### src/hdl/nfsm_pkg.sv
`default_nettype none

package nfsm_pkg;

  localparam int PHASE_BITS_DEF  = 32;
  localparam int SAMPLE_BITS_DEF = 16;
  localparam int TRIG_BITS_DEF   = 16;

  localparam int INC_BITS     = 32;
  localparam int ANGLE_BITS   = 32;
  localparam int CORDIC_STEPS = 28;
  localparam int QUEUE_DEPTH  = 4;

  localparam logic signed [ANGLE_BITS-1:0] CORDIC_X0 = 32'sd652032875;

  // atan(2^-i) in units of 2^-32 turn
  localparam logic signed [ANGLE_BITS-1:0] ATAN_TURNS [CORDIC_STEPS] = '{
    32'sd536870912, 32'sd316933406, 32'sd167458907, 32'sd85004756,
    32'sd42667331,  32'sd21354465,  32'sd10679838,  32'sd5340245,
    32'sd2670163,   32'sd1335087,   32'sd667544,    32'sd333772,
    32'sd166886,    32'sd83443,     32'sd41722,     32'sd20861,
    32'sd10430,     32'sd5215,      32'sd2608,      32'sd1304,
    32'sd652,       32'sd326,       32'sd163,       32'sd81,
    32'sd41,        32'sd20,        32'sd10,        32'sd5
  };

endpackage

`default_nettype wire

### src/hdl/nfsm_front.sv
`default_nettype none

module nfsm_front
  import nfsm_pkg::*;
#(
  parameter int PHASE_BITS = PHASE_BITS_DEF
) (
  input  wire logic                  clk_i,
  input  wire logic                  rst_ni,
  input  wire logic                  phase_increment_we_i,
  input  wire logic [INC_BITS-1:0]   phase_increment_i,
  input  wire logic                  accept_i,
  input  wire logic                  block_start_i,
  output logic      [ANGLE_BITS-1:0] z_o,
  output logic                       flip_o
);

  localparam logic signed [ANGLE_BITS-1:0] QUARTER = 32'sh4000_0000;

  logic [INC_BITS-1:0]   inc_q;
  logic [PHASE_BITS-1:0] acc_q, acc_d;
  logic [PHASE_BITS-1:0] inc_ext;
  logic [PHASE_BITS-1:0] phase_cur;
  logic [ANGLE_BITS-1:0] p32;

  assign inc_ext   = PHASE_BITS'($signed(inc_q));
  assign phase_cur = block_start_i ? '0 : acc_q;
  assign acc_d     = phase_cur + inc_ext;

  // top 32 bits of the phase as a fraction of a turn
  if (PHASE_BITS >= ANGLE_BITS) begin : g_wide
    assign p32 = phase_cur[PHASE_BITS-1 -: ANGLE_BITS];
  end else begin : g_narrow
    assign p32 = {phase_cur, {(ANGLE_BITS-PHASE_BITS){1'b0}}};
  end

  // fold the left half plane onto the right, negate the result later
  assign flip_o = ($signed(p32) > QUARTER) || ($signed(p32) < -QUARTER);
  assign z_o    = flip_o ? {~p32[ANGLE_BITS-1], p32[ANGLE_BITS-2:0]} : p32;

  always_ff @(posedge clk_i or negedge rst_ni) begin
    if (!rst_ni) begin
      inc_q <= '0;
      acc_q <= '0;
    end else begin
      if (phase_increment_we_i) begin
        inc_q <= phase_increment_i;
      end
      if (accept_i) begin
        acc_q <= acc_d;
      end
    end
  end

`ifndef NO_ASSERTIONS
  a_block_start_restarts : assert property (@(posedge clk_i) disable iff (!rst_ni)
    accept_i && block_start_i && !phase_increment_we_i |=> acc_q == $past(inc_ext))
    else $error("phase not restarted on block start");
`endif

endmodule

`default_nettype wire

### config.mk
export PLATFORM = sky130hd
export DESIGN_NAME = nfsm_front
export DESIGN_NICKNAME = d
export VERILOG_FILES = /design/src/hdl/nfsm_pkg.sv /design/src/hdl/nfsm_front.sv
export SDC_FILE = /design/constraint.sdc
export NUM_CORES = 1
export LEC_CHECK = 0
export BUFFER_PORTS_ARGS = -buffer_cell sky130_fd_sc_hd__buf_2
export CAP_MARGIN = 20
export CORE_ASPECT_RATIO = 0.9
export CORE_MARGIN = 2
export CORE_UTILIZATION = 50
export CTS_CLUSTER_SIZE = 14
export DETAILED_ROUTE_END_ITERATION = 8
export PLACE_DENSITY = 0.75
export REMOVE_ABC_BUFFERS = 1
export SLEW_MARGIN = 5
export SYNTH_ARGS = -nofsm -noshare
export SYNTH_HDL_FRONTEND = slang
export SYNTH_SLANG_ARGS = --single-unit
### constraint.sdc
create_clock -name clk_i -period 5.9 [get_ports clk_i]
set_input_delay 0 -clock clk_i [delete_from_list [all_inputs] [get_ports clk_i]]
set_output_delay 0 -clock clk_i [all_outputs]
set_load 0.02 [all_outputs]
==> flow_summary.toml <==
[status]
status = "complete, no violations"

[sta]
slew_headroom_pct = 43.8
fmax_mhz = 300
finalSetupTns_ns = 0
final_hold_viol_count = 0
rsz0062_at_grt = "no"
worst-slew-pin-transition_ns = 0.844
min_period_over_period_pct = 56.4
layout_min_cycle_time_ns = 3.33
setup_viol = 0
clock_skew_ns = 0.00788
drv_slew = 0

[yosys]
synth_edf_count = 0
synth-async-reset-ratio_pct = 100
avgSynthCellArea_um2 = 10.0
syn_inst = 442
synth_cell_types = 54
syn_area_mm2 = 0.00443
ys_seq_elements = 64
yosysWarnings = 0
seq_area_frac_synth_pct = 36.1
synth_ff_type = "dfrtp_1"

[clocking]
clockBufferDepth = 2
htreeDepth = 3
cts_resized = 0
cts_sinks = 64
root_buffer = "clkbuf_8"
clk_latency_ns = 0.35
clk_pin_slew_ns = 0.08
cts_made_buffers = 9
cts_tree = "built"

[cells_and_area]
fillers = 741
antenna_cells = 0
syn2layout_area_growth_pct = 22.0
finalNetCount = 603
fin_cells = 659
layout_common_cells = "69 x buf_2, 64 x dfrtp_1, 60 x mux2_2"
final_common_cell = "buf_2"
fin_area_mm2 = 0.00541
post-route-util_pct = 62.8
drive_gt1_share_pct = 28.9

[run]
maxCapViolations = 0

[place]
dp_hpwl_um = 8340
placed_cell_area_mm2 = 0.00485
dp_cells = 610
port_buffers = 69
place_congestion = 0.908

[global_routing]
grt_util_all_layers_pct = 25.5
grt_max_degree = 65
grt_pass1_wl_um = 18900
antenna_found_initial = 0
grt_pass1_vias = 3761
grt_overflow = 0

[drt]
postRouteAntennaNets = 0
routed_via_density = 5.70
drc = 0
drtIter0Drc = 200
avgRoutedWirePerCell_um = 17.4
wl_um = 11500
vias = 3758
drt_first_pass_iters = 5

[pwr]
vdd_drop_max_mv = 0.206
seq_power_share_pct = 29.9
power_frac_comb_pct = 50.9
clkPwrFrac_pct = 19.2
p_sw_share_pct = 41.6
p_sw_uw = 960
powerDensity_mw_per_mm2 = 427
power_leakage_uw = 0.00253
internal-power_uw = 1350

[critical_path]
rrSetupSlack_ns = 2.57
timing.rr.start = "acc_q[11]"
end_kind = "flip-flop"
rr_endpoint = "acc_q[30]"
cp.arrival_ns = 3.56
start_kind = "flip-flop"
rr_worst_depth = 11
crit_type = "flip-flop to flip-flop"
critical_path.max_fanout = 6
crit_path_start = "acc_q[11]"
setup.worst_path.end = "acc_q[30]"
critPathRequiredTime_ns = 6.13

[hold_path]
hold_path.class = "input pin to flip-flop"

[floorplanning]
fp.dieW_um = 103
die_h_um = 93.3
dieArea_mm2 = 0.00963
rows = 32
initial_core_util_pct = 51.5
ioPinCount = 70
core_mm2 = 0.00861
[worst max-delay path, stage by stage, from the launching register on]
cell	delay, ns
dfrtp_1	0.44
nor2b_1	0.18
ha_1	0.45
a21oi_2	0.25
o21ai_1	0.12
or3b_1	0.37
a41oi_2	0.26
o22ai_1	0.16
o21ai_1	0.31
o21ai_0	0.23
xor2_1	0.18
mux2_2	0.27
[stage by stage]
| stage | power (µW) | hold WS (ns) | setup slack [ns] |
|---|---|---|---|
| 5_1_grt | 2460 | 0.339 | 2.47 |
| 3_5_place_dp | 1840 | 0.236 | 2.53 |
| 2_1_floorplan | 1520 | -0.296 | 2.98 |
| 3_3_place_gp | 1830 | 0.231 | 2.52 |
| 6_report | 2310 | 0.292 | 2.57 |
| 4_1_cts | 2310 | 0.275 | 2.61 |
[power by group through the flow]
stage               Sequential [µW]  Combinational [µW]  Clock [µW]
floorplan                       646                 873           0
global placement                690                1140           0
detailed placement              696                1150           0
CTS                             689                1170         450
global route                    709                1290         466
finish                          691                1180         443
[cell usage after synthesis (3+ instances only)]
| cell type | n | area (µm²) |
|---|---|---|
| a211oi_1 | 6 | 45.0 |
| a21o_1 | 19 | 143 |
| a21oi_1 | 29 | 145 |
| a21oi_2 | 4 | 35.0 |
| and3_1 | 3 | 18.8 |
| buf_1 | 3 | 11.3 |
| buf_2 | 7 | 35.0 |
| clkbuf_1 | 11 | 41.3 |
| dfrtp_1 | 64 | 1600 |
| ha_1 | 31 | 388 |
| inv_1 | 7 | 26.3 |
| mux2_2 | 60 | 676 |
| nand2_1 | 25 | 93.8 |
| nand2b_1 | 7 | 43.8 |
| nand3_1 | 5 | 25.0 |
| nand3b_1 | 3 | 22.5 |
| nand4_1 | 9 | 56.3 |
| nor2_1 | 19 | 71.3 |
| nor2b_1 | 31 | 194 |
| nor3_1 | 5 | 25.0 |
| nor4_1 | 7 | 43.8 |
| o21a_1 | 3 | 22.5 |
| o21ai_0 | 15 | 75.1 |
| o21ai_1 | 6 | 30.0 |
| xnor2_1 | 18 | 158 |
| xor2_1 | 11 | 96.3 |
[routing by layer]
metal  GRT usage, %  up-vias  share of wire [%]
met1           36.5     1803                 48
li1               -     1800                  -
met5              0        -                  0
met3           4.93       16                5.7
met4           6.91        0                1.5
met2           39.2      139                 45
[area by class of cell]
class                           instances  area [µm²]  share of cell area [%]
Clock inverter                          6        92.6                    1.71
Clock buffer                           10         138                    2.55
Tap cell                              119         149                    2.75
Multi-Input combinational cell        350        2720                    50.2
Timing Repair Buffer                  103         683                    12.6
Sequential cell                        64        1600                    29.6
Inverter                                7        26.3                   0.486
[worst min path at each step]
stage / start / endpoint / slack (ns) / cells past startpoint
floorplan: rst_ni / acc_q[0] / -0.30 / 0
global placement: rst_ni / inc_ext[9] / 0.23 / 2
detailed placement: rst_ni / inc_ext[9] / 0.24 / 2
CTS: accept_i / acc_q[24] / 0.27 / 3
global route: accept_i / acc_q[24] / 0.34 / 2
finish: accept_i / acc_q[24] / 0.29 / 3
[cell families (layout without fill, tap and decap cells)]
family,count (synthesis),in the layout,synth area share (%)
adder cells (fa/ha/maj),31,31,8.75
flip-flops,64,64,36.1
AO/OA/AOI/OAI,105,105,16.0
buffers and inverters,28,126,2.57
multiplexers,61,61,15.5
XOR/XNOR,29,29,5.73
AND/OR/NAND/NOR,124,124,15.4
[sequential cells by signal (all words and copies together) (netlist names)]
signal / cells
inc_ext: 32
acc_q: 32
[repair_timing]
item                      4_1_cts  5_1_grt
setup buffers                   0        0
hold endpoints to repair       96        0
hold buffers                   33        0
(Power assumes the default switching activity.)
