### config.mk
export PLATFORM = sky130hd
export DESIGN_NAME = nfsm_mix
export DESIGN_NICKNAME = d
export VERILOG_FILES = /design/src/hdl/nfsm_pkg.sv /design/src/hdl/nfsm_mix.sv
export SDC_FILE = /design/constraint.sdc
export NUM_CORES = 2
export LEC_CHECK = 0
export BUFFER_PORTS_ARGS = -buffer_cell sky130_fd_sc_hd__buf_2
export CORE_MARGIN = 4
export CORE_UTILIZATION = 65
export CTS_BUF_LIST = sky130_fd_sc_hd__clkbuf_4
export DETAILED_ROUTE_END_ITERATION = 10
export PLACE_DENSITY = 0.8
export SKIP_LAST_GASP = 1
export SLEW_MARGIN = 0
export SYNTH_ARGS = -nofsm -noshare
export SYNTH_HDL_FRONTEND = slang
export SYNTH_SLANG_ARGS = --single-unit
### constraint.sdc
create_clock -name clk_i -period 9.8 [get_ports clk_i]
set_input_delay 1.96 -clock clk_i [delete_from_list [all_inputs] [get_ports clk_i]]
set_output_delay 1.96 -clock clk_i [all_outputs]
set_load 0.005 [all_outputs]
### src/hdl/nfsm_pkg.sv
`default_nettype none

package nfsm_pkg;

  localparam int PHASE_BITS_DEF  = 32;
  localparam int SAMPLE_BITS_DEF = 16;
  localparam int TRIG_BITS_DEF   = 16;

  localparam int INC_BITS     = 32;
  localparam int ANGLE_BITS   = 32;
  localparam int CORDIC_STEPS = 28;
  localparam int QUEUE_DEPTH  = 4;

  localparam logic signed [ANGLE_BITS-1:0] CORDIC_X0 = 32'sd652032875;

  // atan(2^-i) in units of 2^-32 turn
  localparam logic signed [ANGLE_BITS-1:0] ATAN_TURNS [CORDIC_STEPS] = '{
    32'sd536870912, 32'sd316933406, 32'sd167458907, 32'sd85004756,
    32'sd42667331,  32'sd21354465,  32'sd10679838,  32'sd5340245,
    32'sd2670163,   32'sd1335087,   32'sd667544,    32'sd333772,
    32'sd166886,    32'sd83443,     32'sd41722,     32'sd20861,
    32'sd10430,     32'sd5215,      32'sd2608,      32'sd1304,
    32'sd652,       32'sd326,       32'sd163,       32'sd81,
    32'sd41,        32'sd20,        32'sd10,        32'sd5
  };

endpackage

`default_nettype wire

### src/hdl/nfsm_mix.sv
`default_nettype none

module nfsm_mix
  import nfsm_pkg::*;
#(
  parameter int SAMPLE_BITS = SAMPLE_BITS_DEF,
  parameter int TRIG_BITS   = TRIG_BITS_DEF
) (
  input  wire logic                          clk_i,
  input  wire logic                          rst_ni,
  output logic                               en_o,
  input  wire logic                          valid_i,
  input  wire logic signed [TRIG_BITS:0]     cos_i,
  input  wire logic signed [TRIG_BITS:0]     sin_i,
  input  wire logic signed [SAMPLE_BITS-1:0] si_i,
  input  wire logic signed [SAMPLE_BITS-1:0] sq_i,
  input  wire logic                          out_ready_i,
  output logic                               out_valid_o,
  output logic signed [SAMPLE_BITS:0]        out_i_o,
  output logic signed [SAMPLE_BITS:0]        out_q_o
);

  localparam int TW   = TRIG_BITS + 1;
  localparam int PW   = SAMPLE_BITS + TW;
  localparam int SUMW = PW + 1;
  localparam int OW   = SAMPLE_BITS + 1;
  localparam int FR   = TRIG_BITS - 2;
  localparam logic signed [SUMW-1:0] RND = SUMW'(1) <<< (FR - 1);
  localparam logic signed [SUMW-1:0] OHI = SUMW'(2**SAMPLE_BITS - 1);
  localparam logic signed [SUMW-1:0] OLO = SUMW'(-(2**SAMPLE_BITS));

  logic                   vp_q, vs_q, out_valid_q;
  logic signed [PW-1:0]   p_ic_q, p_qs_q, p_is_q, p_qc_q;
  logic signed [SUMW-1:0] s_i_q, s_q_q;
  logic signed [OW-1:0]   out_i_q, out_q_q;

  function automatic logic signed [OW-1:0] finish(input logic signed [SUMW-1:0] p);
    logic signed [SUMW-1:0] r;
    logic signed [SUMW-1:0] c;
    r = (p + RND) >>> FR;
    if (r > OHI) begin
      c = OHI;
    end else if (r < OLO) begin
      c = OLO;
    end else begin
      c = r;
    end
    return OW'(c);
  endfunction

  assign en_o = !out_valid_q || out_ready_i;

  always_ff @(posedge clk_i) begin
    if (en_o) begin
      p_ic_q  <= si_i * cos_i;
      p_qs_q  <= sq_i * sin_i;
      p_is_q  <= si_i * sin_i;
      p_qc_q  <= sq_i * cos_i;
      s_i_q   <= SUMW'(p_ic_q) - SUMW'(p_qs_q);
      s_q_q   <= SUMW'(p_is_q) + SUMW'(p_qc_q);
      out_i_q <= finish(s_i_q);
      out_q_q <= finish(s_q_q);
    end
  end

  always_ff @(posedge clk_i or negedge rst_ni) begin
    if (!rst_ni) begin
      vp_q        <= 1'b0;
      vs_q        <= 1'b0;
      out_valid_q <= 1'b0;
    end else if (en_o) begin
      vp_q        <= valid_i;
      vs_q        <= vp_q;
      out_valid_q <= vs_q;
    end
  end

  assign out_valid_o = out_valid_q;
  assign out_i_o     = out_i_q;
  assign out_q_o     = out_q_q;

`ifndef NO_ASSERTIONS
  a_out_follows_sum : assert property (@(posedge clk_i) disable iff (!rst_ni)
    en_o |=> out_valid_o == $past(vs_q))
    else $error("output valid out of step with the pipeline");
  a_stall_freezes : assert property (@(posedge clk_i) disable iff (!rst_ni)
    !en_o |=> $stable(vp_q) && $stable(vs_q))
    else $error("pipeline moved during a stall");
`endif

endmodule

`default_nettype wire

==> impl_results.md <==
* Outcome: completed
* Top-area cell type share of the netlist area at a little over two fifths
* Initial Utilization at 65.7%
* Synth Area in XOR/XNOR at 3.42%
* DRC Markers at 0
* FMAX at 124 MHz
* Clk slew on worst S/H paths at 80 ps
* Synth Area in Compound Gates at roughly 5.4%
* Grt met3 use at 5.68%
* Slew margin rel. at 29.0%
* GRT Overall Usage at 29.9%
* Worst Path Buf+Inv at 6
* Post-Syn Nets at just under 7,000
* Clk sink count at around 210
* Critical path's largest stage delay at just over 600 ps
* Adder-cell share of the synthesized area at 53.3%
* DRT Pass-1 Iters at 6
* GR peak layer: met2
* Critical Path Fanout Max at 34
* Non-Filler Instances at 6,401
* Worst Skew at 66.4 ps
* DP HPWL at 89,400 µm
* Setup violations, final at 0
* Layout Nets at 6,880
* Final wirelength at 116,000 µm
* Routed Antenna Nets at 0
* Io pins at 106
* Antenna violations before repair at 13
* Critical path arrival at 8700 ps
* Ratio of cells with drive above 1 in the final layout at 4.54%
* IO Port Bufs at 105
* Worst Tran Pin Value at 1060 ps
* Die area at 82,800 µm²
* Netlist Area Pre-Place at around 50,000 µm²
* Worst Setup Start Kind: primary input
* Cells after Synth at 5,320
* Multiplexer share of the synthesized area at less than 1%
* Synth area leader: fa_1
* Post-CTS Setup Inserts at 0
* Crit path top cell by count: fa_1
* Worst skew pair latency at 830 ps
* Async SR Flop Fraction at under 10%
* Min Clock Period, post-route at 8050 ps
* Die height at ~290 µm
* Met1 Usage GRT at 40.8%
* Yosys warns at 0
* First-pass GRT wire length at 196,000 µm
* Register area share after synthesis at 12.4%
* Initial DRC Count at 2,596
* Largest family of logic cells by synthesized area: adder cells
* Post-cts hold buffer count at 0
* Clk buf depth at 3
* Total of max-cap violations at 0
* Syn_area_per_cell at 9.57 µm²
* RSZ-0062 raised after global routing: no
* Fin Setup TNS at 0 ps
* Synth area leaders: fa_1 (43%), edfxtp_1 (12%), ha_1 (9.9%)
* CP endpoint kind: flip-flop
* Req. time, crit path at 10,440 ps
* H-tree depth at 2
* WL per Instance at approximately 18 µm
* Root Driver: clkbuf_4
* Dpl cells at roughly 6,300
* Vias at 35,992
* Post-DR vias/cell at 5.62
* Post-synth EDFFs at 208
* Family with the most delay on the worst path: adder cells
* Hold Fails Final Rpt at 0
* Flops & latches, synth at 211
* Top_reg_cell synth: edfxtp_1
* Total CTS buffers at 58
* Die X-Extent at 288 µm
* Post-synth cell types at 68
* Row Count at 102
* Number of global-route vias before repair at slightly below 40,000
* Hold WC Path Type: flip-flop to flip-flop
* CTS tree: built
* Fin crit share at 82.2%
* Total grt overflow at 0
* Crit-path slowest cell: buf_2
* Largest net degree at the start of global routing at 80
* Simple-gate share of the synthesized area at between 10% and 20%
* M2 GR Usage at 47.4%
* Crit-path cells: buf_2 -> nand2_1 -> fa_1 -> inv_1 -> fa_1 -> inv_1 -> fa_1 -> inv_1 -> fa_1 -> fa_1 -> inv_1 -> fa_1 -> inv_1 -> ha_1 -> and3_1 -> a221oi_1 -> a21boi_0 -> o21ai_0 -> a21oi_1 -> o22ai_1 -> nor2_1 -> a211oi_1
* Max-slew violations at 0
* Post-CTS Resized at 0
* Gpl congestion at 0.903
* Crit Path Class: primary input to flip-flop
* Layout area overhead at 4.10%
* Core ar. at 77,500 µm²
## area by class of cell
cell class                      count  area, µm²
Clock inverter                     34        254
Inverter                         1276       4790
Sequential cell                   211       6320
Multi-Input combinational cell   3625      39000
Timing Repair Buffer              132        728
Clock buffer                       74        556
Antenna cell                        9       22.5
Fill cell                        5983      24500
Tap cell                         1040       1300
## worst paths after layout
path                            startpoint          end  cells past startpoint  slack, ps
worst max-delay path               sq_i[8]   p_qc_q[32]                     22       1750
max in group asynchronous           rst_ni         vs_q                      1       8730
worst max register to register   p_qc_q[2]    s_q_q[32]                     10       6160
worst min-delay path                  vs_q  out_valid_o                      1        460
min in group asynchronous           rst_ni  out_valid_o                      1        960
worst min register to register        vs_q  out_valid_o                      1        460
## metal layers
metal  wire, µm  part of all wire [%]
met5         55                 0.048
met4       5760                   5.0
met3      10300                   8.9
met2      53800                    47
met1      45700                    40
## metrics by stage
| step | worst slack, ps | utilization [%] | hold WS (ps) | area, µm² |
|---|---|---|---|---|
| after floorplan | 793 | - | 430 | 50900 |
| after global placement | 1190 | 67.3 | 437 | 52100 |
| after detailed placement | 1060 | 67.3 | 452 | 52100 |
| after CTS | 1930 | 68.4 | 465 | 53000 |
| after global routing | 1390 | 68.4 | 488 | 53000 |
| final | 1750 | 68.4 | 457 | 53000 |
## state kept, by name, summed over array words and instances (netlist names)
name / count
s_i_q: 21
vs_q: 1
out_q_o: 17
p_ic_q: 33
s_q_q: 21
p_qs_q: 33
p_qc_q: 33
vp_q: 1
out_valid_o: 1
p_is_q: 33
out_i_o: 17
## synth_stat cells, types with 45 or more instances
cell type,count
a21o_1,51
a21oi_1,127
and2_1,517
clkbuf_1,206
edfxtp_1,208
fa_1,1104
ha_1,402
inv_1,1274
nand2_1,591
nand3_1,45
nor2_1,154
o21ai_0,105
xnor2_1,136
xor2_1,63
## cells by family (layout without fill, tap and decap cells)
kind of cell | after synthesis | count (layout)
buffers and inverters | 1484 | 1516
AOI/OAI and AO/OA | 439 | 439
DFF | 211 | 211
xor gates and xnor gates | 199 | 199
and+or+nand+nor | 1476 | 1476
other | 0 | 9
adders and majority gates | 1506 | 1506
muxes | 5 | 5
## cell usage in the layout, fill, tap and decap left out, types with 9 or more instances in the layout
cell type / instances
inv_1: 1274
fa_1: 1104
nand2_1: 591
and2_1: 517
ha_1: 402
edfxtp_1: 208
nor2_1: 154
xnor2_1: 136
a21oi_1: 127
o21ai_0: 105
buf_2: 105
clkbuf_4: 74
xor2_1: 63
a21o_1: 51
nand3_1: 45
nor3_1: 41
nand2b_1: 31
buf_4: 27
o21a_1: 23
clkinv_1: 20
and3_1: 20
nand4_1: 18
o21bai_1: 18
o211ai_1: 17
nor2b_1: 12
a21boi_0: 11
a211oi_1: 11
a31oi_1: 10
clkinv_2: 10
diode_2: 9
or3_1: 9
Power is not shown: default switching activity piles up to over one toggle a cycle in this logic, so the estimate is an artifact.
