$ cat config.mk
export PLATFORM = sky130hd
export DESIGN_NAME = nfsm_queue
export DESIGN_NICKNAME = d
export VERILOG_FILES = /design/src/hdl/nfsm_pkg.sv /design/src/hdl/nfsm_queue.sv
export SDC_FILE = /design/constraint.sdc
export NUM_CORES = 1
export LEC_CHECK = 0
export ABC_AREA = 1
export BUFFER_PORTS_ARGS = -buffer_cell sky130_fd_sc_hd__buf_2
export CORE_AREA = 3 3 40 42
export CTS_BUF_LIST = sky130_fd_sc_hd__clkbuf_16
export CTS_CLUSTER_SIZE = 14
export DETAILED_ROUTE_END_ITERATION = 8
export DIE_AREA = 0 0 43 45
export HOLD_SLACK_MARGIN = 0.08
export PLACE_DENSITY_LB_ADDON = 0.08
export SLEW_MARGIN = 20
export SYNTH_ARGS = -nofsm -noshare
export SYNTH_HDL_FRONTEND = slang
export SYNTH_SLANG_ARGS = --single-unit
$ cat constraint.sdc
create_clock -name clk_i -period 1.7 [get_ports clk_i]
set_input_delay 0.34 -clock clk_i [delete_from_list [all_inputs] [get_ports clk_i]]
set_output_delay 0.34 -clock clk_i [all_outputs]
set_load 0.01 [all_outputs]
$ cat src/hdl/nfsm_pkg.sv
`default_nettype none

package nfsm_pkg;

  localparam int PHASE_BITS_DEF  = 32;
  localparam int SAMPLE_BITS_DEF = 16;
  localparam int TRIG_BITS_DEF   = 16;

  localparam int INC_BITS     = 32;
  localparam int ANGLE_BITS   = 32;
  localparam int CORDIC_STEPS = 28;
  localparam int QUEUE_DEPTH  = 4;

  localparam logic signed [ANGLE_BITS-1:0] CORDIC_X0 = 32'sd652032875;

  // atan(2^-i) in units of 2^-32 turn
  localparam logic signed [ANGLE_BITS-1:0] ATAN_TURNS [CORDIC_STEPS] = '{
    32'sd536870912, 32'sd316933406, 32'sd167458907, 32'sd85004756,
    32'sd42667331,  32'sd21354465,  32'sd10679838,  32'sd5340245,
    32'sd2670163,   32'sd1335087,   32'sd667544,    32'sd333772,
    32'sd166886,    32'sd83443,     32'sd41722,     32'sd20861,
    32'sd10430,     32'sd5215,      32'sd2608,      32'sd1304,
    32'sd652,       32'sd326,       32'sd163,       32'sd81,
    32'sd41,        32'sd20,        32'sd10,        32'sd5
  };

endpackage

`default_nettype wire

$ cat src/hdl/nfsm_queue.sv
`default_nettype none

module nfsm_queue
  import nfsm_pkg::*;
#(
  parameter int DATA_W = 1,
  parameter int DEPTH  = QUEUE_DEPTH
) (
  input  wire logic              clk_i,
  input  wire logic              rst_ni,
  input  wire logic              push_i,
  input  wire logic [DATA_W-1:0] data_i,
  input  wire logic              pop_i,
  output logic      [DATA_W-1:0] data_o,
  output logic                   not_full_o,
  output logic                   not_empty_o
);

  localparam int AW = $clog2(DEPTH);
  localparam int CW = $clog2(DEPTH + 1);

  logic [DATA_W-1:0] mem_q [DEPTH];
  logic [AW-1:0]     wptr_q, rptr_q;
  logic [CW-1:0]     count_q;

  assign not_full_o  = count_q != CW'(DEPTH);
  assign not_empty_o = count_q != '0;
  assign data_o      = mem_q[rptr_q];

  always_ff @(posedge clk_i) begin
    if (push_i) begin
      mem_q[wptr_q] <= data_i;
    end
  end

  always_ff @(posedge clk_i or negedge rst_ni) begin
    if (!rst_ni) begin
      wptr_q  <= '0;
      rptr_q  <= '0;
      count_q <= '0;
    end else begin
      if (push_i) begin
        wptr_q <= wptr_q + AW'(1);
      end
      if (pop_i) begin
        rptr_q <= rptr_q + AW'(1);
      end
      if (push_i && !pop_i) begin
        count_q <= count_q + CW'(1);
      end else if (pop_i && !push_i) begin
        count_q <= count_q - CW'(1);
      end
    end
  end

`ifndef NO_ASSERTIONS
  a_no_push_full : assert property (@(posedge clk_i) disable iff (!rst_ni)
    !not_full_o |-> !push_i)
    else $error("push into full queue");
  a_no_pop_empty : assert property (@(posedge clk_i) disable iff (!rst_ni)
    !not_empty_o |-> !pop_i)
    else $error("pop from empty queue");
  a_count_tracks : assert property (@(posedge clk_i) disable iff (!rst_ni)
    push_i && !pop_i |=> count_q == $past(count_q) + CW'(1))
    else $error("queue count lost a transfer");
`endif

endmodule

`default_nettype wire

==> out/metrics.csv, run 1 <==
stage;metric;value;unit
clocking;clock buffer depth;2;
cells_and_area;Layout Cells excl Fill;86;
synthesis;largest area contributor in the netlist;dfrtp_1;
critical_path;Crit-path slowest cell;dfrtp_1;
routing;post-route ant nets;0;
critical_path;reg-to-reg startpoint;count_q[0];
clocking;Clk pin slew, worst setup/hold paths;40;ps
pwr;LEAKAGE;0.389;nW
placement;GPL Wtd Cong;0.727;
routing;initial DRC count;1;
critical_path;critical-path maximum fanout;6;
global_routing;vias in the first global route;352;
min_path;hold depth;2;
placement;placed cells;81;
floorplanning;Rows;13;
critical_path;r2r endpoint;count_q[2];
routing;total wire length;817;um
synthesis;mux cell area share after synthesis;0;%
synthesis;Main synth FF type;dfrtp_1;
routing;via-per-instance ratio;4.31;
clocking;# clock sinks;11;
cells_and_area;share of layout cells above drive strength 1;14.1;%
clocking;post-CTS sizing;0;
placement;DP Worst Slack;175;ps
floorplanning;Core Area;1280;sq um
synthesis;Cells after Synth;59;
critical_path;CP Capture Type;output pin;
min_path;Hold EP;rptr_q[0];
clocking;clk root buf;clkbuf_16;
synthesis;Mapped Area;572;sq um
synthesis;post-synthesis adder-cell area fraction;14.4;%
timing;Final WS setup;300;ps
global_routing;initial antenna violation count;0;
synthesis;Seq/Total Area, Yosys;51.6;%
critical_path;Worst EP required;1360;ps
synthesis;async set or reset register ratio after synthesis;63.6;%
outcome;outcome;finished clean;
synthesis;post-synth net total;70;
floorplanning;chip width;43;um
global_routing;Overflow after GRT;0;
timing;Slew Limit Fails;0;
synthesis;most common cell in the synthesized netlist;inv_1;
pwr;Pwr Density;1740;nW/um^2
synthesis;post-synthesis simple-gate area fraction;12.9;%
clocking;Inserted Clock Buffers;3;
synthesis;Synth Area in Compound Gates;4.38;%
cells_and_area;Syn-to-layout area delta;24.9;%
clocking;setup bufs post-CTS;0;
synthesis;Post-Syn Area per Cell;9.69;sq um
placement;placed wire-length estimate;624;um
clocking;Clock Latency Late Sink;230;ps
min_path;Hold Path Origin;pop_i;
synthesis;Post-synth EDFFs;4;
pwr;maximum vdd drop;0.767;mV
global_routing;largest net degree at the start of global routing;9;
synthesis;synth top area cells;dfrtp_1 (31%), edfxtp_1 (21%), ha_1 (11%);
clocking;H-tree depth;1;
placement;Cell Area, Placed;626;sq um
critical_path;Top delay family on crit path;flip-flops;
critical_path;Max stage delay on crit path;430;ps
routing;drt first pass iters;4;
cells_and_area;final core occ;55.6;%
critical_path;WS Path Type;flip-flop to output pin;
timing;Slew headroom;86.7;%
synthesis;Post-Synth XOR/XNOR Area;6.13;%
timing;period utilisation layout;82.4;%
routing;DR WL/cell;9.50;um
placement;port buffer count;7;
run;Max Cap Violations;0;
timing;Tightest Pin Transition;199;ps
synthesis;Yosys warning total;0;
critical_path;type of origin of the critical path;flip-flop;
timing;Final Hold Vio Count;0;
synthesis;flop and latch count out of synthesis;11;
floorplanning;Boundary Pins;8;
clocking;CTS tree;built;
floorplanning;chip height;45;um
critical_path;reg2reg path depth;5;
critical_path;R2R setup slack;460;ps
floorplanning;Die Area;1940;sq um
global_routing;global-route wire length before repair;1480;um
pwr;total power;1.24;mW
clocking;hold buffers post-CTS;1;
cells_and_area;design area;714;sq um
timing;Final Skew;2.53;ps
timing;min cycle time layout;1400;ps
timing;final hold slack;315;ps
cells_and_area;diode count;0;
floorplanning;Initial Util;44.5;%
global_routing;gr usage total;10.9;%
routing;DRC;0;
critical_path;worst-path cell chain;o211ai_1 > nand2_1 > buf_2;
routing;via count;371;
synthesis;count of unique library cells instantiated by Yosys;12;
critical_path;WP buf/inv;1;
timing;setup_tns;0;ps
timing;Peak Freq;714;MHz
cells_and_area;# nets final;83;
min_path;worst hold path class;input port to flip-flop;
synthesis;Synth top area share;30.6;%
critical_path;Data arrival, critical path;1060;ps
timing;RSZ-0062 raised after global routing;no;
synthesis;top cells by instance count after synthesis;inv_1 (16), nand2_1 (14), dfrtp_1 (7);
cells_and_area;fillers;113;
synthesis;largest family of logic cells by synthesized area;adder cells;
timing;Setup violations, final;0;
[how the worst max path moves through the flow]
stage                          from         end  slack, ps  cells after the start
final                     rptr_q[0]      data_o        300                      3
after global routing      rptr_q[0]      data_o        220                      3
after CTS                 rptr_q[0]      data_o        290                      3
after detailed placement     push_i  count_q[2]        180                      8
after global placement       push_i  count_q[2]        210                      8
after floorplan               pop_i  count_q[2]        400                      8
[flip-flops by register name, summed over array words and instances (netlist names)]
register / count
count_q: 3
rptr_q: 2
wptr_q: 2
mem_q: 4
[final cells by class]
type                       instances  area, sq um  area share, %
clock buffer                       3         75.1           10.5
sequential                        11          295           41.3
clock inverter                     1         3.75          0.525
timing repair buffer               8         45.0           6.30
tap                               15         18.8           2.63
inverter                          16         60.1           8.41
multi-input combinational         32          216           30.3
[cells in the final DEF (no fill, tap or decap)]
master         count
fa_1               1
nand2_1           14
ha_1               5
o21ai_0            2
inv_1             17
nand4_1            1
o211ai_1           2
nand3_1            3
dlygate4sd3_1      1
xor2_1             3
edfxtp_1           4
xnor2_1            1
buf_2              7
dfrtp_1            7
clkbuf_16          3
[cell families (layout without fill, tap and decap cells)]
logic type	Yosys count	count (layout)
and+or+nand+nor	18	18
buffers and inverters	16	28
DFF	11	11
adders and majority gates	6	6
AOI/OAI and AO/OA	4	4
xor gates and xnor gates	4	4
[metal layers]
metal / GRT usage (%) / wire, um / vias to the layer above / share of wire [%]
met5: 0 / 0 / - / 0
met2: 15.0 / 377 / 7 / 46
met1: 13.6 / 385 / 160 / 47
met3: 3.98 / 46 / 2 / 5.6
met4: 9.04 / 7 / 0 / 0.86
li1: - / - / 202 / -
[where the power goes]
part	total (mW)	leakage, nW	internal [mW]	switching, mW
Clock	0.414	0.0423	0.308	0.107
Combinational	0.354	0.227	0.158	0.196
Sequential	0.475	0.120	0.383	0.0921
Note: power is estimated with default switching activity, not from simulation.
==> run 2: changes to the inputs <==
clock period = 1.15 ns   (was 1.7 ns; I/O delays follow)
==> out/metrics.csv, run 2 (synthesis gave the netlist of run 1 again) <==
stage;metric;value;unit;change
clocking;clock buffer depth;2;;unchanged
cells_and_area;share of layout cells above drive strength 1;31.6;%;was 14.1%
global_routing;vias in the first global route;380;;was 352
timing;period utilisation layout;109;%;
timing;Final WS setup;-107;ps;was 300 ps
timing;Final Hold Vio Count;0;;unchanged
cells_and_area;register area;297;sq um;was 295 sq um
placement;placed cells;84;;was 81
clocking;clk root buf;clkbuf_16;;unchanged
cells_and_area;most common cell after layout, fill and taps aside;inv_1;;unchanged
floorplanning;chip height;45;um;unchanged
routing;DRC;0;;unchanged
pwr;LEAKAGE;0.418;nW;was 0.389 nW
critical_path;CP Capture Type;output pin;;unchanged
clocking;CTS tree;built;;unchanged
cells_and_area;Multi-input gate area;234;sq um;was 216 sq um
routing;initial DRC count;4;;was 1
cells_and_area;max reg flops;4;;unchanged
routing;post-route ant nets;0;;unchanged
clocking;H-tree depth;1;;unchanged
cells_and_area;# nets final;88;;was 83
outcome;failing checks;setup timing;;
routing;total wire length;903;um;was 817 um
placement;port buffer count;7;;unchanged
cells_and_area;fillers;106;;was 113
min_path;worst hold path class;input port to flip-flop;;unchanged
clocking;Inserted Clock Buffers;3;;unchanged
timing;RSZ-0062 raised after global routing;yes;;was no
timing;min cycle time layout;1260;ps;
critical_path;reg2reg path depth;5;;unchanged
global_routing;gr usage total;12.6;%;was 10.9%
critical_path;CP Capture Point;data_o;;unchanged
clocking;# clock sinks;11;;unchanged
routing;DR WL/cell;9.92;um;was 9.50 um
critical_path;reg-to-reg startpoint;count_q[1];;was count_q[0]
global_routing;global-route wire length before repair;1640;um;was 1480 um
clocking;Clk pin slew, worst setup/hold paths;40;ps;about the same
pwr;total power;2.06;mW;was 1.24 mW
run;Max Cap Violations;0;;unchanged
timing;Slew headroom;88.9;%;was 86.7%
critical_path;Data arrival, critical path;1030;ps;was 1060 ps
critical_path;Worst EP required;920;ps;was 1360 ps
global_routing;Overflow after GRT;0;;unchanged
critical_path;type of origin of the critical path;flip-flop;;unchanged
floorplanning;chip width;43;um;unchanged
floorplanning;Rows;13;;unchanged
routing;via-per-instance ratio;4.34;;was 4.31
cells_and_area;Largest regs;mem_q (4), count_q (3);;unchanged
clocking;Clock Latency Late Sink;240;ps;was 230 ps
cells_and_area;commonest cells after routing, fill and taps aside;inv_1 (14), nand2_1 (13), dfrtp_1 (6), buf_2 (5);;was inv_1 (17), nand2_1 (14), dfrtp_1 (7), buf_2 (7), ha_1 (5)
critical_path;worst setup path start;rptr_q[0];;unchanged
outcome;outcome;finished with violations;;was finished clean
cells_and_area;Biggest register;mem_q;;unchanged
placement;GPL Wtd Cong;0.838;;was 0.727
timing;Final Skew;0.477;ps;was 2.53 ps
placement;placed wire-length estimate;648;um;was 624 um
pwr;Pwr Density;2600;nW/um^2;was 1740 nW/um^2
floorplanning;Initial Util;44.5;%;unchanged
global_routing;largest net degree at the start of global routing;8;;was 9
cells_and_area;Layout Cells excl Fill;91;;was 86
floorplanning;Core Area;1280;sq um;unchanged
cells_and_area;Syn-to-layout area delta;38.1;%;was 24.9%
critical_path;critical-path maximum fanout;5;;was 6
critical_path;R2R setup slack;10;ps;was 460 ps
global_routing;initial antenna violation count;0;;unchanged
routing;drt first pass iters;2;;was 4
pwr;maximum vdd drop;1.06;mV;was 0.767 mV
floorplanning;Die Area;1940;sq um;unchanged
routing;via count;395;;was 371
timing;Peak Freq;795;MHz;
timing;Setup violations, final;3;;was 0
timing;Tightest Pin Transition;166;ps;was 199 ps
critical_path;r2r endpoint;count_q[2];;unchanged
timing;Slew Limit Fails;0;;unchanged
floorplanning;Boundary Pins;8;;unchanged
timing;final hold slack;207;ps;was 315 ps
critical_path;WS Path Type;flip-flop to output pin;;unchanged
cells_and_area;diode count;0;;unchanged
-- run 2: cell types whose count changed in the layout (fill, tap and decap cells not counted), moves of 2 or more --
cell	change
buf_4	+4
nand3_2	+2
inv_2	+2
inv_1	-3
nand3_1	-2
buf_6	+3
buf_2	-2
-- run 2: what timing repair did --
action,CTS,global route
pin swaps,4,1
endpoints found under the setup margin,4,5
buffers inserted,2,0
hold endpoints to repair,7,0
resized for setup,9,4
hold buffers,1,0
-- run 2: metal layers --
metal | global-route usage, % | vias up | routed length [um]
li1 | - | 213 | -
met1 | 14.5 | 172 | 391
met2 | 17.7 | 8 | 429
met3 | 5.98 | 2 | 57
met4 | 10.8 | 0 | 24
met5 | 0 | - | 0
-- run 2: worst min path at each step --
stage	startpoint	end	slack [ps]	cells past startpoint
6_report	data_i	mem_q[0]	210	1
3_3_place_gp	rst_ni	rptr_q[1]	80	1
4_1_cts	data_i	mem_q[1]	200	1
5_1_grt	data_i	mem_q[0]	210	1
3_5_place_dp	rst_ni	rptr_q[0]	80	1
2_1_floorplan	rst_ni	count_q[0]	-70	0
-- run 2: stage by stage --
stage,setup TNS [ps],util [%],instance area (sq um),worst slack (ps)
after floorplan,-20.4,-,574,-20.4
after global placement,-303,50.6,651,-152
after detailed placement,-388,50.6,651,-196
after CTS,-271,61.2,787,-125
after global routing,-498,61.4,790,-200
final,-244,61.4,790,-107
-- run 2: cell type report --
class	instances	area share, %
Clock buffer	3	9.51
Clock inverter	1	0.475
Inverter	16	7.92
Multi-Input combinational cell	32	29.6
Sequential cell	11	37.6
Tap cell	15	2.38
Timing Repair Buffer	13	12.5
-- run 2: critical path, cell delays in order, from the launching register on --
cell      delay [ps]
dfrtp_2          420
o211ai_1         160
nand2_1           70
buf_2            140
-- run 2: where the power goes --
part	switching, mW	total, mW	internal, mW
combinational	0.367	0.740	0.372
clock	0.164	0.620	0.456
sequential	0.126	0.696	0.570
total	0.658	2.06	1.40
